**src/u2u8_pkg.sv**
```systemverilog
// Package with shared types and constants of the UTF-16 to UTF-8 encoder.
package u2u8_pkg;

    // Depth of the job queue between front and back; must be a power of two.
    localparam int unsigned QUEUE_DEPTH = 2;
    localparam int unsigned QUEUE_PTR_W = $clog2(QUEUE_DEPTH);
    localparam int unsigned QUEUE_CNT_W = $clog2(QUEUE_DEPTH + 1);

    localparam int unsigned UNIT_W  = 16;
    localparam int unsigned BYTE_W  = 8;
    localparam int unsigned VALUE_W = 21;
    localparam int unsigned IDX_W   = 3;

    // Top five bits shared by every surrogate (D800..DFFF).
    localparam logic [4:0] SURROGATE_TAG = 5'b11011;
    localparam logic [VALUE_W-1:0] SUPPLEMENTARY_BASE = 21'h10000;

    // Replacement character U+FFFD in UTF-8.
    localparam logic [BYTE_W-1:0] REPL_BYTE0 = 8'hEF;
    localparam logic [BYTE_W-1:0] REPL_BYTE1 = 8'hBF;
    localparam logic [BYTE_W-1:0] REPL_BYTE2 = 8'hBD;
    localparam logic [IDX_W-1:0]  REPL_LEN   = 3'd3;

    // What the back end has to emit for one code point.
    typedef enum logic [2:0] {
        KIND_NONE  = 3'd0,
        KIND_ONE   = 3'd1,
        KIND_TWO   = 3'd2,
        KIND_THREE = 3'd3,
        KIND_FOUR  = 3'd4,
        KIND_REPL  = 3'd5
    } kind_t;

    typedef struct packed {
        logic               repl_prefix;
        kind_t              kind;
        logic [VALUE_W-1:0] value;
    } job_t;

    typedef struct packed {
        logic push;
        job_t job;
    } push_t;

endpackage

```
**src/u2u8_unit_if.sv**
```systemverilog
// Stream interface carrying one UTF-16 code unit per beat.
interface u2u8_unit_if;
    logic                          valid;
    logic                          ready;
    logic [u2u8_pkg::UNIT_W-1:0]   code_unit;
    logic                          end_of_string;

    modport source (output valid, output code_unit, output end_of_string, input ready);
    modport sink   (input valid, input code_unit, input end_of_string, output ready);
endinterface

```
**src/u2u8_byte_if.sv**
```systemverilog
// Stream interface carrying one UTF-8 byte per beat.
interface u2u8_byte_if;
    logic       valid;
    logic       ready;
    logic [7:0] out_byte;
    logic       run_last;

    modport source (output valid, output out_byte, output run_last, input ready);
    modport sink   (input valid, input out_byte, input run_last, output ready);
endinterface

```
**src/utf16_to_utf8_encoder_core.sv**
```systemverilog
// Top level of the UTF-16 to UTF-8 encoder: front end, job queue and byte emitter.
//
//   Channel  Dir  Beat content                         Handshake
//   in       in   code_unit[15:0], end_of_string       valid/ready
//   out      out  out_byte[7:0], run_last              valid/ready
//
// The front end takes one code unit per cycle while the job queue has room and
// turns it into a job in the same cycle; a high surrogate waiting for its partner
// produces no job. The back end emits one byte per cycle while the output is ready,
// and a unit yields 0 to 6 bytes; the byte emitter sets the sustained rate.
// Reset clears the held surrogate, the queue and the output valid flag.
// A stall on the output side fills the two-entry queue before input ready drops.
module utf16_to_utf8_encoder_core (
    input  logic        clk,
    input  logic        rst_n,
    u2u8_unit_if.sink   in,
    u2u8_byte_if.source out
);

    u2u8_pkg::push_t push;
    u2u8_pkg::job_t  head;
    logic            queue_full;
    logic            head_valid;
    logic            pop;

    // Front end: surrogate pairing and classification of each beat.
    u2u8_front u_front (
        .clk        (clk),
        .rst_n      (rst_n),
        .in         (in),
        .queue_full (queue_full),
        .push       (push)
    );

    // Queue lets the front keep taking units while the back drains a long run.
    u2u8_queue u_queue (
        .clk        (clk),
        .rst_n      (rst_n),
        .push       (push),
        .pop        (pop),
        .full       (queue_full),
        .head_valid (head_valid),
        .head       (head)
    );

    // Back end: serializes each job into UTF-8 bytes, marking the last one.
    u2u8_back u_back (
        .clk        (clk),
        .rst_n      (rst_n),
        .head_valid (head_valid),
        .head       (head),
        .pop        (pop),
        .out        (out)
    );

endmodule

```
**src/u2u8_front.sv**
```systemverilog
// Front end: accepts code units, pairs surrogates and classifies each unit into a job.
module u2u8_front (
    input  logic            clk,
    input  logic            rst_n,
    u2u8_unit_if.sink       in,
    input  logic            queue_full,
    output u2u8_pkg::push_t push
);

    logic       held_valid_reg;
    logic       held_valid_next;
    logic [9:0] held_bits_reg;
    logic [9:0] held_bits_next;

    logic            accept;
    logic            is_surrogate;
    logic            is_high;
    u2u8_pkg::job_t  job;

    assign in.ready     = !queue_full;
    assign accept       = in.valid && in.ready;
    assign is_surrogate = (in.code_unit[15:11] == u2u8_pkg::SURROGATE_TAG);
    assign is_high      = is_surrogate && !in.code_unit[10];

    always_comb
    begin
        held_valid_next = held_valid_reg;
        held_bits_next  = held_bits_reg;
        job.repl_prefix = 1'b0;
        job.kind        = u2u8_pkg::KIND_NONE;
        job.value       = {5'd0, in.code_unit};
        if (accept)
        begin
            held_valid_next = 1'b0;
            held_bits_next  = 10'd0;
            if (held_valid_reg && is_surrogate && in.code_unit[10])
            begin
                job.kind  = u2u8_pkg::KIND_FOUR;
                job.value = {1'b0, held_bits_reg, in.code_unit[9:0]}
                            + u2u8_pkg::SUPPLEMENTARY_BASE;
            end
            else
            begin
                job.repl_prefix = held_valid_reg;
                priority if (in.code_unit[15:7] == 9'd0)
                    job.kind = u2u8_pkg::KIND_ONE;
                else if (in.code_unit[15:11] == 5'd0)
                    job.kind = u2u8_pkg::KIND_TWO;
                else if (!is_surrogate)
                    job.kind = u2u8_pkg::KIND_THREE;
                else if (is_high && !in.end_of_string)
                begin
                    job.kind        = u2u8_pkg::KIND_NONE;
                    held_valid_next = 1'b1;
                    held_bits_next  = in.code_unit[9:0];
                end
                else
                    job.kind = u2u8_pkg::KIND_REPL;
            end
        end
    end

    assign push.push = accept && (job.repl_prefix || (job.kind != u2u8_pkg::KIND_NONE));
    assign push.job  = job;

    always_ff @(posedge clk or negedge rst_n)
    begin
        if (!rst_n)
        begin
            held_valid_reg <= 1'b0;
            held_bits_reg  <= 10'd0;
        end
        else
        begin
            held_valid_reg <= held_valid_next;
            held_bits_reg  <= held_bits_next;
        end
    end

endmodule

```
**src/u2u8_queue.sv**
```systemverilog
// Small job queue that decouples the front end from the byte emitter.
module u2u8_queue (
    input  logic            clk,
    input  logic            rst_n,
    input  u2u8_pkg::push_t push,
    input  logic            pop,
    output logic            full,
    output logic            head_valid,
    output u2u8_pkg::job_t  head
);

    u2u8_pkg::job_t entry_reg [u2u8_pkg::QUEUE_DEPTH];

    logic [u2u8_pkg::QUEUE_PTR_W-1:0] wr_ptr_reg;
    logic [u2u8_pkg::QUEUE_PTR_W-1:0] rd_ptr_reg;
    logic [u2u8_pkg::QUEUE_CNT_W-1:0] count_reg;
    logic [u2u8_pkg::QUEUE_CNT_W-1:0] count_next;

    logic do_push;
    logic do_pop;

    assign full       = (count_reg == u2u8_pkg::QUEUE_CNT_W'(u2u8_pkg::QUEUE_DEPTH));
    assign head_valid = (count_reg != '0);
    assign head       = entry_reg[rd_ptr_reg];
    assign do_push    = push.push && !full;
    assign do_pop     = pop && head_valid;

    always_comb
    begin
        count_next = count_reg;
        if (do_push && !do_pop)
            count_next = count_reg + 1'b1;
        else if (do_pop && !do_push)
            count_next = count_reg - 1'b1;
    end

    always_ff @(posedge clk)
    begin
        if (do_push)
            entry_reg[wr_ptr_reg] <= push.job;
    end

    always_ff @(posedge clk or negedge rst_n)
    begin
        if (!rst_n)
        begin
            wr_ptr_reg <= '0;
            rd_ptr_reg <= '0;
            count_reg  <= '0;
        end
        else
        begin
            if (do_push)
                wr_ptr_reg <= wr_ptr_reg + 1'b1;
            if (do_pop)
                rd_ptr_reg <= rd_ptr_reg + 1'b1;
            count_reg <= count_next;
        end
    end

endmodule

```
**src/u2u8_back.sv**
```systemverilog
// Back end: walks the bytes of the head job, one per cycle while the output is ready, into an output register.
module u2u8_back (
    input  logic           clk,
    input  logic           rst_n,
    input  logic           head_valid,
    input  u2u8_pkg::job_t head,
    output logic           pop,
    u2u8_byte_if.source    out
);

    logic [u2u8_pkg::IDX_W-1:0]  idx_reg;
    logic [u2u8_pkg::IDX_W-1:0]  idx_next;
    logic                        valid_reg;
    logic                        valid_next;
    logic [u2u8_pkg::BYTE_W-1:0] byte_reg;
    logic                        last_reg;

    logic [u2u8_pkg::IDX_W-1:0]  prefix_len;
    logic [u2u8_pkg::IDX_W-1:0]  body_len;
    logic [u2u8_pkg::IDX_W-1:0]  total_len;
    logic [u2u8_pkg::IDX_W-1:0]  body_idx;
    logic [u2u8_pkg::BYTE_W-1:0] cur_byte;
    logic                        cur_last;
    logic                        load;

    always_comb
    begin
        prefix_len = head.repl_prefix ? u2u8_pkg::REPL_LEN : '0;
        unique case (head.kind)
            u2u8_pkg::KIND_ONE:   body_len = 3'd1;
            u2u8_pkg::KIND_TWO:   body_len = 3'd2;
            u2u8_pkg::KIND_THREE: body_len = 3'd3;
            u2u8_pkg::KIND_FOUR:  body_len = 3'd4;
            u2u8_pkg::KIND_REPL:  body_len = u2u8_pkg::REPL_LEN;
            default:              body_len = 3'd0;
        endcase
        total_len = prefix_len + body_len;
        body_idx  = idx_reg - prefix_len;
    end

    // Byte selection: replacement prefix first, then the bytes of the code point.
    always_comb
    begin
        cur_byte = 8'd0;
        if (head.repl_prefix && (idx_reg < u2u8_pkg::REPL_LEN))
        begin
            unique case (idx_reg[1:0])
                2'd0:    cur_byte = u2u8_pkg::REPL_BYTE0;
                2'd1:    cur_byte = u2u8_pkg::REPL_BYTE1;
                default: cur_byte = u2u8_pkg::REPL_BYTE2;
            endcase
        end
        else
        begin
            unique case (head.kind)
                u2u8_pkg::KIND_ONE:
                    cur_byte = {1'b0, head.value[6:0]};
                u2u8_pkg::KIND_TWO:
                    cur_byte = (body_idx[1:0] == 2'd0) ? {3'b110, head.value[10:6]}
                                                       : {2'b10, head.value[5:0]};
                u2u8_pkg::KIND_THREE:
                begin
                    unique case (body_idx[1:0])
                        2'd0:    cur_byte = {4'b1110, head.value[15:12]};
                        2'd1:    cur_byte = {2'b10, head.value[11:6]};
                        default: cur_byte = {2'b10, head.value[5:0]};
                    endcase
                end
                u2u8_pkg::KIND_FOUR:
                begin
                    unique case (body_idx[1:0])
                        2'd0:    cur_byte = {5'b11110, head.value[20:18]};
                        2'd1:    cur_byte = {2'b10, head.value[17:12]};
                        2'd2:    cur_byte = {2'b10, head.value[11:6]};
                        default: cur_byte = {2'b10, head.value[5:0]};
                    endcase
                end
                u2u8_pkg::KIND_REPL:
                begin
                    unique case (body_idx[1:0])
                        2'd0:    cur_byte = u2u8_pkg::REPL_BYTE0;
                        2'd1:    cur_byte = u2u8_pkg::REPL_BYTE1;
                        default: cur_byte = u2u8_pkg::REPL_BYTE2;
                    endcase
                end
                default:
                    cur_byte = 8'd0;
            endcase
        end
    end

    assign cur_last = (idx_reg == total_len - 1'b1);
    assign load     = head_valid && (!valid_reg || out.ready);
    assign pop      = load && cur_last;

    always_comb
    begin
        idx_next   = idx_reg;
        valid_next = valid_reg;
        if (load)
        begin
            valid_next = 1'b1;
            idx_next   = cur_last ? '0 : idx_reg + 1'b1;
        end
        else if (out.ready)
            valid_next = 1'b0;
    end

    always_ff @(posedge clk or negedge rst_n)
    begin
        if (!rst_n)
        begin
            idx_reg   <= '0;
            valid_reg <= 1'b0;
        end
        else
        begin
            idx_reg   <= idx_next;
            valid_reg <= valid_next;
        end
    end

    always_ff @(posedge clk)
    begin
        if (load)
        begin
            byte_reg <= cur_byte;
            last_reg <= cur_last;
        end
    end

    assign out.valid    = valid_reg;
    assign out.out_byte = byte_reg;
    assign out.run_last = last_reg;

endmodule

```
**src/flat_wrapper.sv**
```systemverilog
// flat-port wrapper written by rule: the top's interface ports become plain ports
module utf16_to_utf8_encoder_core_flat 
  (clk, rst_n, in_valid, in_code_unit, in_end_of_string, in_ready, out_valid, out_out_byte, out_run_last, out_ready);
  u2u8_unit_if in_i ();
  u2u8_byte_if out_i ();
  input  logic clk;
  input  logic rst_n;
  input wire logic [$bits(in_i.valid)-1:0] in_valid;
  input wire logic [$bits(in_i.code_unit)-1:0] in_code_unit;
  input wire logic [$bits(in_i.end_of_string)-1:0] in_end_of_string;
  output wire logic [$bits(in_i.ready)-1:0] in_ready;
  output wire logic [$bits(out_i.valid)-1:0] out_valid;
  output wire logic [$bits(out_i.out_byte)-1:0] out_out_byte;
  output wire logic [$bits(out_i.run_last)-1:0] out_run_last;
  input wire logic [$bits(out_i.ready)-1:0] out_ready;
  assign in_i.valid = in_valid;
  assign in_i.code_unit = in_code_unit;
  assign in_i.end_of_string = in_end_of_string;
  assign in_ready = in_i.ready;
  assign out_valid = out_i.valid;
  assign out_out_byte = out_i.out_byte;
  assign out_run_last = out_i.run_last;
  assign out_i.ready = out_ready;
  utf16_to_utf8_encoder_core u_core (.clk(clk), .rst_n(rst_n), .in(in_i), .out(out_i));
endmodule
```
**config.mk**
```make
export PLATFORM = sky130hd
export DESIGN_NAME = utf16_to_utf8_encoder_core_flat
export DESIGN_NICKNAME = d
export VERILOG_FILES = /design/src/u2u8_pkg.sv /design/src/u2u8_unit_if.sv /design/src/u2u8_byte_if.sv /design/src/utf16_to_utf8_encoder_core.sv /design/src/u2u8_front.sv /design/src/u2u8_queue.sv /design/src/u2u8_back.sv /design/src/flat_wrapper.sv
export SDC_FILE = /design/constraint.sdc
export NUM_CORES = 1
export LEC_CHECK = 0
export ABC_AREA = 1
export BUFFER_PORTS_ARGS = -buffer_cell sky130_fd_sc_hd__buf_2
export CORE_MARGIN = 10
export CORE_UTILIZATION = 60
export CTS_CLUSTER_DIAMETER = 30
export CTS_CLUSTER_SIZE = 16
export DETAILED_ROUTE_END_ITERATION = 10
export PLACE_DENSITY = 0.83
export SYNTH_ARGS = -nofsm -noshare
export SYNTH_HDL_FRONTEND = slang
export SYNTH_SLANG_ARGS = --single-unit
```
**constraint.sdc**
```tcl
create_clock -name clk -period 5.8 [get_ports clk]
set_input_delay 0 -clock clk [delete_from_list [all_inputs] [get_ports clk]]
set_output_delay 0 -clock clk [all_outputs]
set_load 0.005 [all_outputs]
```
After elaboration in Yosys (flattened, before gate mapping)

Memory sizes are Yosys's and may differ from the RTL's.
Index checks and enable logic that the tools add are counted.

Bits in registers: 28
Output and inout bits: 11
Memories kept: 1
Logic and storage cells: 95
Bits in writable memories: 50
Bits of input ports: 21

Memories:

| memory                   | depth | width | read ports | clocked after memory_dff | wr ports | line             | RTL |
|---|---|---|---|---|---|---|---|
| u_core.u_queue.entry_reg | 2     | 25    | 1          | 0                        | 1        | u2u8_queue.sv:12 | `u2u8_pkg::job_t entry_reg [u2u8_pkg::QUEUE_DEPTH];` |

Multiplexer cells: 34
Reductions and logical operators: 30
Eq/ne operators: 11
Order comparisons: 1
$add $sub $neg: 9

Operators with widths:

| operator                                             | count |
|---|---|
| two-way mux 10 bit                                   | 5 |
| one-hot mux 7 bit (2 select lines)                   | 3 |
| one-hot mux 8 bit (5 select lines)                   | 1 |
| two-way mux 25 bit                                   | 1 |
| adder 20 x 17 -> 21 bit (second input constant)      | 1 |
| two-way mux 21 bit                                   | 1 |
| one-hot mux 7 bit (3 select lines)                   | 1 |
| two-way mux 3 bit                                    | 6 |
| logical AND 1 bit                                    | 13 |
| one-hot mux 3 bit (4 select lines)                   | 1 |
| two-way mux 1 bit                                    | 10 |
| logical NOT 9 bit                                    | 1 |
| two-way mux 8 bit                                    | 1 |
| two-way mux 7 bit                                    | 1 |
| equality test 3 x 2 -> 1 bit (second input constant) | 2 |
| equality test 3 bit (second input constant)          | 2 |
| logical NOT 1 bit                                    | 6 |
| two-way mux 2 bit                                    | 3 |
| nonzero test 2 bit                                   | 3 |
| equality test 5 bit (second input constant)          | 1 |
| logical NOT 5 bit                                    | 1 |
| equality test 2 x 1 -> 1 bit (second input constant) | 2 |
| equality test 2 bit (second input constant)          | 2 |
| logical NOT 2 bit                                    | 2 |
| 13 further kinds                                     | 15 |

Depth between registers and ports, before layout

Gate-level depths: netlist (run 1).

Word-level depth: 17
Gate-level depth with buffers: 24
Gate-level depth less buffers: 23

Hierarchy

Synthesis (run 1) repeated with hierarchy kept, for this count alone.

Cell total of the unflattened synthesis: 492
Area, all modules: 4,341.7 um2

Modules (own cells, without submodules):

| module     | instances | seq. area each (um2) | cells each | area each (um2) |
|---|---|---|---|---|
| u2u8_queue | 1         | 1,601.5              | 162        | 2,077.0 |
| u2u8_back  | 1         | 370.4                | 213        | 1,421.4 |
| u2u8_front | 1         | 275.3                | 117        | 843.3 |

Worst setup path before layout (run 1)

OpenSTA, ideal clock, no wires.

Path type: reg-to-reg
Start: register u_core.u_queue.rd_ptr_reg
End: register u_core.u_queue.count_reg[1] (netlist name)
Cell stages (with the launch flop): 23
Period minus slack after synthesis: 3.182 ns
Required time: 5.669 ns
Buffers on the path: 1
Library setup time: 0.131 ns
Arrival: 3.051 ns
Slack: 2.618 ns
Path through: dfrtp_1 buf_6 o21ai_0 nand2_2 nor2_1 inv_1 nand2_1 nor2_1 ha_1 inv_1 ha_1 inv_1 nand2_1 nand2_1 xor2_1 xnor2_1 nand2_1 nor2_2 inv_2 ha_1 a21oi_1 o21ai_0 xor2_1

Word-level cells in the longest chain between the ends: 12
Elaborated cells on any way between the ends: 19
Classes of those cells: 2 x add/sub; 6 x eq/ne; 3 x mux; 7 x reduce/logical; 1 x memory

RTL lines:

| item                                                                | line             | RTL |
|---|---|---|
| start, declared                                                     | u2u8_queue.sv:15 | `logic [u2u8_pkg::QUEUE_PTR_W-1:0] rd_ptr_reg;` |
| start signal, assigned                                              | u2u8_queue.sv:56 | `rd_ptr_reg <= rd_ptr_reg + 1'b1;` |
| memory read (2 x 25 bit) *                                          | -                |  |
| equality test 3 bit or equality test 3 x 2 -> 1 bit (tied branches) | u2u8_back.sv:29  | `unique case (head.kind)` |
| OR reduction 2 bit (no line)                                        | -                |  |
| one-hot mux 3 bit (4 select lines)                                  | u2u8_back.sv:29  |  |
| adder 3 bit *                                                       | u2u8_back.sv:37  | `total_len = prefix_len + body_len;` |
| subtractor 3 x 1 -> 3 bit *                                         | u2u8_back.sv:92  | `assign cur_last = (idx_reg == total_len - 1'b1);` |
| equality test 3 bit *                                               | u2u8_back.sv:92  |  |
| logical AND 1 bit *                                                 | u2u8_back.sv:94  | `assign pop = load && cur_last;` |
| logical AND 1 bit *                                                 | u2u8_queue.sv:26 | `assign do_pop = pop && head_valid;` |
| logical NOT 1 bit                                                   | u2u8_queue.sv:31 | `if (do_push && !do_pop)` |
| logical AND 1 bit                                                   | u2u8_queue.sv:31 |  |
| two-way mux 2 bit or nonzero test 2 bit (tied branches)             | -                |  |
| end signal, assigned                                                | u2u8_queue.sv:57 | `count_reg <= count_next;` |
| end, declared                                                       | u2u8_queue.sv:16 | `logic [u2u8_pkg::QUEUE_CNT_W-1:0] count_reg;` |

Mark *: on every way between the ends. The rest lies on a longest branch, timed or not.
A chain may end at the register's enable or synchronous reset.

Worst setup path after layout (run 1)

Ends and elaborated chain as after synthesis.

==> results of run 1 <==
-- routing by layer --
metal	wire length (µm)	GRT usage, %	up-vias
li1	-	-	1571
met1	4140	24.0	1531
met2	5080	34.1	122
met3	529	4.16	21
met4	174	6.94	0
met5	0	0	-
-- where the power goes --
group          switching [µW]  internal, µW  leakage [µW]
logic                     884           414       0.00117
registers                66.0           798      0.000807
clock network             220           161     0.0000858
-- stage by stage --
stage	std cells	worst slack (ns)
3_5_place_dp	547	2.01
2_1_floorplan	445	2.62
6_report	575	1.97
4_1_cts	575	2.00
3_3_place_gp	547	2.23
5_1_grt	575	1.60
-- cell families after synthesis --
logic type / count (synthesis) / share of synthesized area (%)
multiplexers: 3 / 0.733
flip-flops: 78 / 54.9
XOR/XNOR: 8 / 1.71
AO/OA/AOI/OAI: 56 / 7.67
buffers and inverters: 79 / 8.19
AND/OR/NAND/NOR: 211 / 23.8
adder cells (fa/ha/maj): 10 / 3.05
-- final timing paths --
check / endpoint / slack, ns / from / cells after the start
max: u_core.u_queue.count_reg[1] / 1.97 / u_core.u_queue.rd_ptr_reg / 23
min: u_core.u_front.held_bits_reg[4] / 0.06 / in_end_of_string / 4
max reg2reg: u_core.u_queue.count_reg[1] / 1.97 / u_core.u_queue.rd_ptr_reg / 23
min reg2reg: u_core.u_front.held_bits_reg[4] / 0.51 / u_core.u_front.held_bits_reg[4] / 2
max in group asynchronous: u_core.u_front.held_bits_reg[3] / 5.31 / rst_n / 2
min in group asynchronous: u_core.u_front.held_bits_reg[7] / 0.14 / rst_n / 2
-- tightest hold or removal path: cells and delay by family --
family / cells / cell delay [ns]
buffers and inverters: 1 / 0.11
AND/OR/NAND/NOR: 3 / 0.28
-- cell usage in the layout (no fill, tap or decap), drive strengths merged, types with 3 or more instances in the layout --
master,count
dlygate4sd3,12
ha,10
clkinv,3
nand4,9
nor2,30
buf,33
o21ai,31
inv,70
nand3,34
xor2,6
nand2,124
or2,3
edfxtp,59
a21oi,13
nor4,3
nor3,6
clkbuf,9
mux2i,3
dfrtp,19
-- cell type report --
| cell class | instances | area share [%] |
|---|---|---|
| clock buffer | 9 | 2.70 |
| clock inverter | 7 | 1.23 |
| timing repair buffer | 45 | 6.32 |
| sequential | 78 | 48.9 |
| multi-input combinational | 288 | 33.0 |
| tap | 80 | 2.18 |
| inverter | 68 | 5.67 |
-- timing repair --
item                                   CTS  global route
endpoints found under the hold margin   50             0
setup endpoints to repair                0             0
hold buffers                            12             0
==> flow_summary.json, run 1 <==
{
  "cp.arrival_ns": 4.05,
  "setup_violations": 0,
  "timing.setup.tns_ns": 0,
  "cts.path.max_buffers": 2,
  "layout.nets": 521,
  "synth_ff_type": "edfxtp_1",
  "slowest_delay_ns": 0.56,
  "start_util_pct": 61.0,
  "gp_congestion": 0.961,
  "place_area_um2": 4290,
  "largest_reg_flops": 50,
  "routed_via_density": 5.64,
  "fin_total_pwr_uw": 2540,
  "critPathSlowestCell": "dfrtp_1",
  "yosys_warnings": 0,
  "grt_max_degree": 27,
  "cts_inserted_buffers": 9,
  "clk_latency_ns": 0.35,
  "final_hold_viol_count": 0,
  "syn_area_per_cell_um2": 9.21,
  "ys_top_cells_by_area": "edfxtp_1 (43%), dfrtp_1 (12%), nand2_1 (11%), inv_1 (5.7%), nand3_1 (3.8%)",
  "routed_wl_um": 9930,
  "path_buf_inv": 5,
  "crit_type": "reg2reg",
  "io_buffers": 31,
  "cts-root-buf": "clkbuf_8",
  "final_util_pct": 68.3,
  "p_leak_uw": 0.00207,
  "status": "finished clean",
  "synth-edff-count": 59,
  "crit_fanout": 17,
  "period_minus_slack_ns": 3.83,
  "dr.pass1.iters": 7,
  "seqCellArea_um2": 2250,
  "critPathCaptureType": "flop",
  "antenna_found_initial": 0,
  "ys_seq_area_share_pct": 54.9,
  "max-slew-margin-rel_pct": 31.3,
  "skew_ns": 0.00928,
  "async_flop_share_pct": 24.4,
  "clkTransAtPathRegs_ns": 0.08,
  "crit_family": "simple AND/OR/NAND/NOR gates",
  "postRouteAntennaNets": 0,
  "cts.htree.levels": 3,
  "path_cells": "inv_6 > nand2_1 > nand2_2 > nand2_2 > nor2_1 > inv_1 > nand2_1 > nor2_1 > ha_1 > inv_1 > ha_1 > inv_1 > nand2_1 > nand2_1 > xor2_1 > xnor2_1 > nand2_1 > nor2_2 > inv_2 > ha_1 > a21oi_1 > o21ai_0 > xor2_1",
  "hold_ws_ns": 0.0624,
  "die_y_um": 103,
  "hp-class": "in2reg",
  "area_growth_pct": 12.1,
  "drtIter0Drc": 234,
  "drive_gt1_share_pct": 15.4,
  "n_fill_cell": 500,
  "timing.final.crit_share_pct": 66.1,
  "hpwl_um": 7130,
  "yosysTopAreaCell": "edfxtp_1",
  "syn-num-nets": 476,
  "rsz0062_at_grt": "false",
  "grt_pass1_wl_um": 16000,
  "netlist_area_um2": 4100,
  "grt_pass1_vias": 3206,
  "vias": 3245,
  "io_pins": 32,
  "power_density_nw_per_um2": 554,
  "yosys-top-cells-count": "nand2_1 (116), inv_1 (62), edfxtp_1 (59)",
  "ys_ff_latch": 78,
  "yosysMostFrequentCell": "nand2_1",
  "clkSinkCount": 78,
  "die_area_um2": 10500,
  "die_x_um": 103,
  "postCtsSetupBuffers": 0,
  "ctsResizeCount": 0,
  "multiInputGateArea_um2": 1510,
  "row_count": 30,
  "antenna_cells": 0,
  "crit_top_cell": "nand2_1",
  "cp-start-kind": "flop",
  "stdcell_area_um2": 4590,
  "maxSlewViolCount": 0,
  "max_slew.worst_pin.slew_ns": 1.03,
  "yosys.area.top_type_share_pct": 43.2,
  "wl_per_cell_um": 17.3,
  "grt_overflow_total": 0,
  "ys_types": 43,
  "syn_inst": 445,
  "cp_data_required_time_ns": 6.02,
  "coreArea_um2": 6720,
  "clock.fmax_mhz": 261,
  "drc": 0,
  "track_usage_pct": 19.8,
  "vdd_drop_max_uv": 255,
  "cts_tree": "built",
  "drv_cap": 0
}
Note: power is estimated with default switching activity, not from simulation.
==> run 2: changes to the inputs <==
--- a/config.mk
+++ b/config.mk
@@ -8,11 +8,11 @@
 export ABC_AREA = 1
 export BUFFER_PORTS_ARGS = -buffer_cell sky130_fd_sc_hd__buf_2
 export CORE_MARGIN = 10
-export CORE_UTILIZATION = 60
+export CORE_UTILIZATION = 54
 export CTS_CLUSTER_DIAMETER = 30
 export CTS_CLUSTER_SIZE = 16
 export DETAILED_ROUTE_END_ITERATION = 10
-export PLACE_DENSITY = 0.83
+export PLACE_DENSITY = 0.79
 export SYNTH_ARGS = -nofsm -noshare
 export SYNTH_HDL_FRONTEND = slang
 export SYNTH_SLANG_ARGS = --single-unit
==> constraint.sdc (replaced) <==
create_clock -name clk -period 3.4 [get_ports clk]
set_input_delay 0 -clock clk [delete_from_list [all_inputs] [get_ports clk]]
set_output_delay 0 -clock clk [all_outputs]
set_load 0.005 [all_outputs]
==> flow_summary.json, run 2 (same netlist as run 1, synthesis figures left out) <==
{
  "status": "finished clean",
  "final_hold_viol_count": 0,
  "grt_max_degree": 26,
  "routed_via_density": 5.38,
  "p_leak_uw": 0.00213,
  "critPathSlowestCell": "dfrtp_1",
  "setup_violations": 0,
  "mostFrequentLayoutCell": "nand2_1",
  "io_pins": 32,
  "drc": 0,
  "timing.final.crit_share_pct": 91.2,
  "crit_family": "simple AND/OR/NAND/NOR gates",
  "vias": 3272,
  "coreArea_um2": 7330,
  "gp_congestion": 0.930,
  "dr.pass1.iters": 5,
  "rr_startpoint": "u_core.u_queue.rd_ptr_reg",
  "routed_wl_um": 9700,
  "r2r_end": "u_core.u_queue.count_reg[1]",
  "postRouteAntennaNets": 0,
  "drv_cap": 0,
  "cts-root-buf": "clkbuf_8",
  "max-slew-margin-rel_pct": 37.9,
  "min_from": "in_end_of_string",
  "multiInputGateArea_um2": 1540,
  "clkSinkCount": 78,
  "rsz0062_at_grt": "false",
  "cp_data_required_time_ns": 3.65,
  "cp.arrival_ns": 3.35,
  "worstHoldPathCells": 4,
  "seqCellArea_um2": 2250,
  "grt_pass1_wl_um": 15900,
  "die_x_um": 107,
  "start_util_pct": 55.9,
  "stdcell_area_um2": 4750,
  "cellInternalPower_uw": 2470,
  "cts_tree": "built",
  "wl_per_cell_um": 16.0,
  "worstRegToRegCells": 24,
  "r2r_setup_slack_ns": 0.30,
  "crit_fanout": 6,
  "hpwl_um": 7030,
  "clk_latency_ns": 0.36,
  "drtIter0Drc": 263,
  "power_density_nw_per_um2": 944,
  "antenna_found_initial": 0,
  "cts_inserted_buffers": 9,
  "skew_ns": 0.0126,
  "clock.fmax_mhz": 322,
  "path_cells": "buf_4 > inv_6 > nand2_1 > nand2_2 > nand2_2 > nor2_2 > inv_1 > nand2_1 > nor2_1 > ha_1 > inv_1 > ha_1 > inv_1 > nand2_1 > nand2_1 > xor2_1 > xnor2_1 > nand2_1 > nor2_4 > inv_2 > ha_4 > a21oi_1 > o21ai_1 > xor2_1",
  "antenna_cells": 0,
  "timing.setup.tns_ns": 0,
  "cts.htree.levels": 3,
  "layout.nets": 535,
  "io_buffers": 31,
  "maxSlewViolCount": 0,
  "met1_length_um": 4180,
  "drive_gt1_share_pct": 18.3,
  "crit_type": "reg2reg",
  "area_growth_pct": 15.9,
  "wl_met2_um": 4610,
  "n_fill_cell": 573,
  "grt_overflow_total": 0,
  "cts.path.max_buffers": 2,
  "die_y_um": 107,
  "dr.max_layer_used": "met4",
  "seqPwrFrac_pct": 32.2,
  "critPathCaptureType": "flop",
  "place_area_um2": 4410,
  "min_to": "u_core.u_front.held_bits_reg[8]",
  "crit_top_cell": "nand2_1",
  "period_minus_slack_ns": 3.10,
  "final_cell_mix": "nand2_1 (116), inv_1 (62), edfxtp_1 (59), nand3_1 (31), buf_2 (31)",
  "grt_pass1_vias": 3199,
  "largest_reg_flops": 50,
  "clkTransAtPathRegs_ns": 0.09,
  "combPwrFrac_pct": 53.5,
  "cp-start-kind": "flop",
  "vdd_drop_max_uv": 410,
  "netSwitchingFraction_pct": 44.9,
  "hold_ws_ns": 0.0354,
  "slowest_delay_ns": 0.39,
  "clock_power_share_pct": 14.2,
  "path_buf_inv": 6,
  "max_slew.worst_pin.slew_ns": 0.919,
  "row_count": 31,
  "hp-class": "in2reg",
  "p_switching_uw": 2010,
  "dr_wl_met3_um": 732,
  "track_usage_pct": 17.6,
  "die_area_um2": 11500
}
run 2: routing by layer:
layer / up-vias / global-route usage, %
met5: - / 0
met4: 0 / 6.77
met3: 17 / 5.51
met2: 131 / 28.0
met1: 1534 / 21.8
li1: 1590 / -
run 2: final cells by class:
class                           instances  area share [%]
Clock buffer                            9            2.61
Timing Repair Buffer                   59            8.33
Clock inverter                          7            1.19
Inverter                               68            5.48
Sequential cell                        78            47.3
Multi-Input combinational cell        288            32.5
Tap cell                               99            2.61
run 2: per-stage QoR:
step	total power (µW)	instances	util, %	setup slack (ns)
global placement	3710	579	60.2	0.302
global route	4880	608	64.8	0.00478
finish	4480	608	64.8	0.298
detailed placement	3760	579	60.2	0.164
floorplan	3110	445	-	0.218
CTS	4410	607	64.3	0.136
run 2: what timing repair did:
action                     4_1_cts  5_1_grt
gates resized for setup          0        6
hold endpoints to repair        50        0
setup buffers                    0        1
hold buffers                    12        0
setup endpoints to repair        0        1
run 2: tightest hold or removal path, cell delays in order:
cell	delay [ns]
buf_2	0.10
nor3_2	0.12
nand3_1	0.09
nand2_1	0.05
run 2: worst max-delay path by stage:
stage	startpoint	slack (ns)	depth (start not counted)	endpoint
2_1_floorplan	u_core.u_queue.rd_ptr_reg	0.22	22	u_core.u_queue.count_reg[1]
3_3_place_gp	u_core.u_queue.rd_ptr_reg	0.30	22	u_core.u_queue.count_reg[1]
3_5_place_dp	u_core.u_queue.rd_ptr_reg	0.16	24	u_core.u_queue.count_reg[1]
4_1_cts	u_core.u_queue.rd_ptr_reg	0.14	24	u_core.u_queue.count_reg[1]
5_1_grt	u_core.u_queue.rd_ptr_reg	0.005	24	u_core.u_queue.count_reg[1]
6_report	u_core.u_queue.rd_ptr_reg	0.30	24	u_core.u_queue.count_reg[1]
run 2: power groups by stage:
stage / clock network [µW] / registers, µW / logic (µW)
finish: 638 / 1440 / 2400
global route: 685 / 1470 / 2730
CTS: 647 / 1440 / 2320
detailed placement: 0 / 1470 / 2300
global placement: 0 / 1460 / 2250
floorplan: 0 / 1460 / 1650
==> run 3: changes to the inputs <==
--- a/config.mk
+++ b/config.mk
@@ -8,11 +8,11 @@
 export ABC_AREA = 1
 export BUFFER_PORTS_ARGS = -buffer_cell sky130_fd_sc_hd__buf_2
 export CORE_MARGIN = 10
-export CORE_UTILIZATION = 54
+export CORE_UTILIZATION = 45
 export CTS_CLUSTER_DIAMETER = 30
 export CTS_CLUSTER_SIZE = 16
 export DETAILED_ROUTE_END_ITERATION = 10
-export PLACE_DENSITY = 0.79
+export PLACE_DENSITY = 0.68
 export SYNTH_ARGS = -nofsm -noshare
 export SYNTH_HDL_FRONTEND = slang
 export SYNTH_SLANG_ARGS = --single-unit
==> flow_summary.json, run 3 (same netlist as run 1, synthesis figures left out) <==
{
  "crit_fanout": 7,
  "antenna_found_initial": 0,
  "routed_wl_um": 9620,
  "vias": 3218,
  "cts_tree": "built",
  "crit_start": "u_core.u_queue.rd_ptr_reg",
  "grt_max_degree": 30,
  "cp.arrival_ns": 3.40,
  "fin_total_pwr_uw": 4470,
  "io_pins": 32,
  "max_slew.worst_pin.slew_ns": 0.888,
  "row_count": 34,
  "skew_ns": 0.0190,
  "cts.htree.levels": 3,
  "final_hold_viol_count": 0,
  "coreArea_um2": 8810,
  "clock_power_share_pct": 14.3,
  "rr_startpoint": "u_core.u_queue.rd_ptr_reg",
  "clkTransAtPathRegs_ns": 0.09,
  "p_switching_uw": 2030,
  "cellInternalPower_uw": 2440,
  "track_usage_pct": 15.2,
  "hpwl_um": 7040,
  "setup_violations": 0,
  "drv_cap": 0,
  "clk_latency_ns": 0.36,
  "netSwitchingFraction_pct": 45.4,
  "final_util_pct": 53.7,
  "drtIter0Drc": 181,
  "place_area_um2": 4390,
  "final_cell_mix": "nand2_1 (114), inv_1 (61), edfxtp_1 (59), nand3_1 (31), buf_2 (31)",
  "timing.setup.tns_ns": 0,
  "critPathCaptureType": "flop",
  "drive_gt1_share_pct": 18.2,
  "drc": 0,
  "area_growth_pct": 15.5,
  "p_leak_uw": 0.00212,
  "clkSinkCount": 78,
  "cts_inserted_buffers": 9,
  "status": "finished clean",
  "combPwrFrac_pct": 53.2,
  "gp_congestion": 0.960,
  "routed_via_density": 5.25,
  "cts.path.max_buffers": 2,
  "die_area_um2": 13300,
  "grt_pass1_vias": 3268,
  "stdcell_area_um2": 4730,
  "power_density_nw_per_um2": 944,
  "dr.pass1.iters": 5,
  "grt_overflow_total": 0,
  "clock.fmax_mhz": 317,
  "min_from": "in_end_of_string",
  "hp-class": "in2reg",
  "final-instance-count-excl-fill": 613,
  "seqPwrFrac_pct": 32.5,
  "timing.final.crit_share_pct": 92.8,
  "grt_pass1_wl_um": 15800,
  "cts-root-buf": "clkbuf_8",
  "postRouteAntennaNets": 0,
  "largest_reg_flops": 50,
  "die_x_um": 115,
  "cp_data_required_time_ns": 3.64,
  "layout.nets": 531,
  "period_minus_slack_ns": 3.16,
  "vdd_drop_max_uv": 404,
  "antenna_cells": 0,
  "start_util_pct": 46.5,
  "cp-start-kind": "flop",
  "maxSlewViolCount": 0,
  "crit_type": "reg2reg",
  "mostFrequentLayoutCell": "nand2_1",
  "io_buffers": 31,
  "die_y_um": 115,
  "dp_cells": 584,
  "max-slew-margin-rel_pct": 40.0,
  "wl_per_cell_um": 15.7
}
-- run 3: path summary, 6_finish.rpt --
kind | depth (start not counted) | slack, ns | endpoint
max | 23 | 0.24 | u_core.u_queue.count_reg[1]
min | 4 | 0.02 | u_core.u_front.held_bits_reg[4]
min reg2reg | 1 | 0.48 | u_core.u_queue.count_reg[0]
min in group asynchronous | 2 | 0.13 | u_core.u_queue.wr_ptr_reg
max in group asynchronous | 2 | 2.87 | u_core.u_queue.rd_ptr_reg
max reg2reg | 23 | 0.24 | u_core.u_queue.count_reg[1]
-- run 3: critical path, cell delays in order, from the launching register on --
cell	delay, ns
dfrtp_2	0.48
inv_6	0.09
nand2_1	0.07
nand2_2	0.10
nand2_2	0.08
nor2_2	0.11
inv_1	0.09
nand2_2	0.07
nor2_1	0.05
ha_1	0.26
inv_1	0.04
ha_1	0.20
inv_1	0.06
nand2_1	0.05
nand2_1	0.07
xor2_1	0.17
xnor2_1	0.15
nand2_2	0.12
nor2_4	0.12
inv_2	0.04
ha_1	0.30
a21oi_1	0.12
o21ai_1	0.09
xor2_1	0.14
-- run 3: per-stage QoR --
step / hold slack [ns] / setup slack [ns]
4_1_cts: 0.0103 / 0.135
3_3_place_gp: -0.00408 / 0.257
6_report: 0.0233 / 0.244
5_1_grt: 0.0178 / -0.0260
3_5_place_dp: -0.000290 / 0.144
2_1_floorplan: -0.296 / 0.218
-- run 3: timing repair --
action / in CTS / in global routing
resized for setup: 0 / 10
setup endpoints to repair: 0 / 1
hold buffers: 12 / 0
setup buffers: 0 / 1
endpoints found under the hold margin: 50 / 0
-- run 3: area by class of cell --
class	instances	area, µm²
Fill cell	811	4070
Sequential cell	78	2250
Multi-Input combinational cell	288	1540
Timing Repair Buffer	55	365
Inverter	68	260
Tap cell	108	135
Clock buffer	9	124
Clock inverter	7	57.6
-- run 3: layer usage --
layer  track usage, %  vias up  part of all wire (%)
li1                 -     1585                     -
met1             18.7     1489                    45
met2             24.1      115                    46
met3             3.93       29                   5.9
met4             7.77        0                   3.7
met5                0        -                     0
-- run 3: power groups by stage --
stage / Sequential [µW] / Combinational [µW] / Clock (µW)
floorplan: 1460 / 1650 / 0
global placement: 1470 / 2220 / 0
detailed placement: 1470 / 2270 / 0
CTS: 1450 / 2290 / 658
global route: 1480 / 2690 / 687
finish: 1450 / 2380 / 639
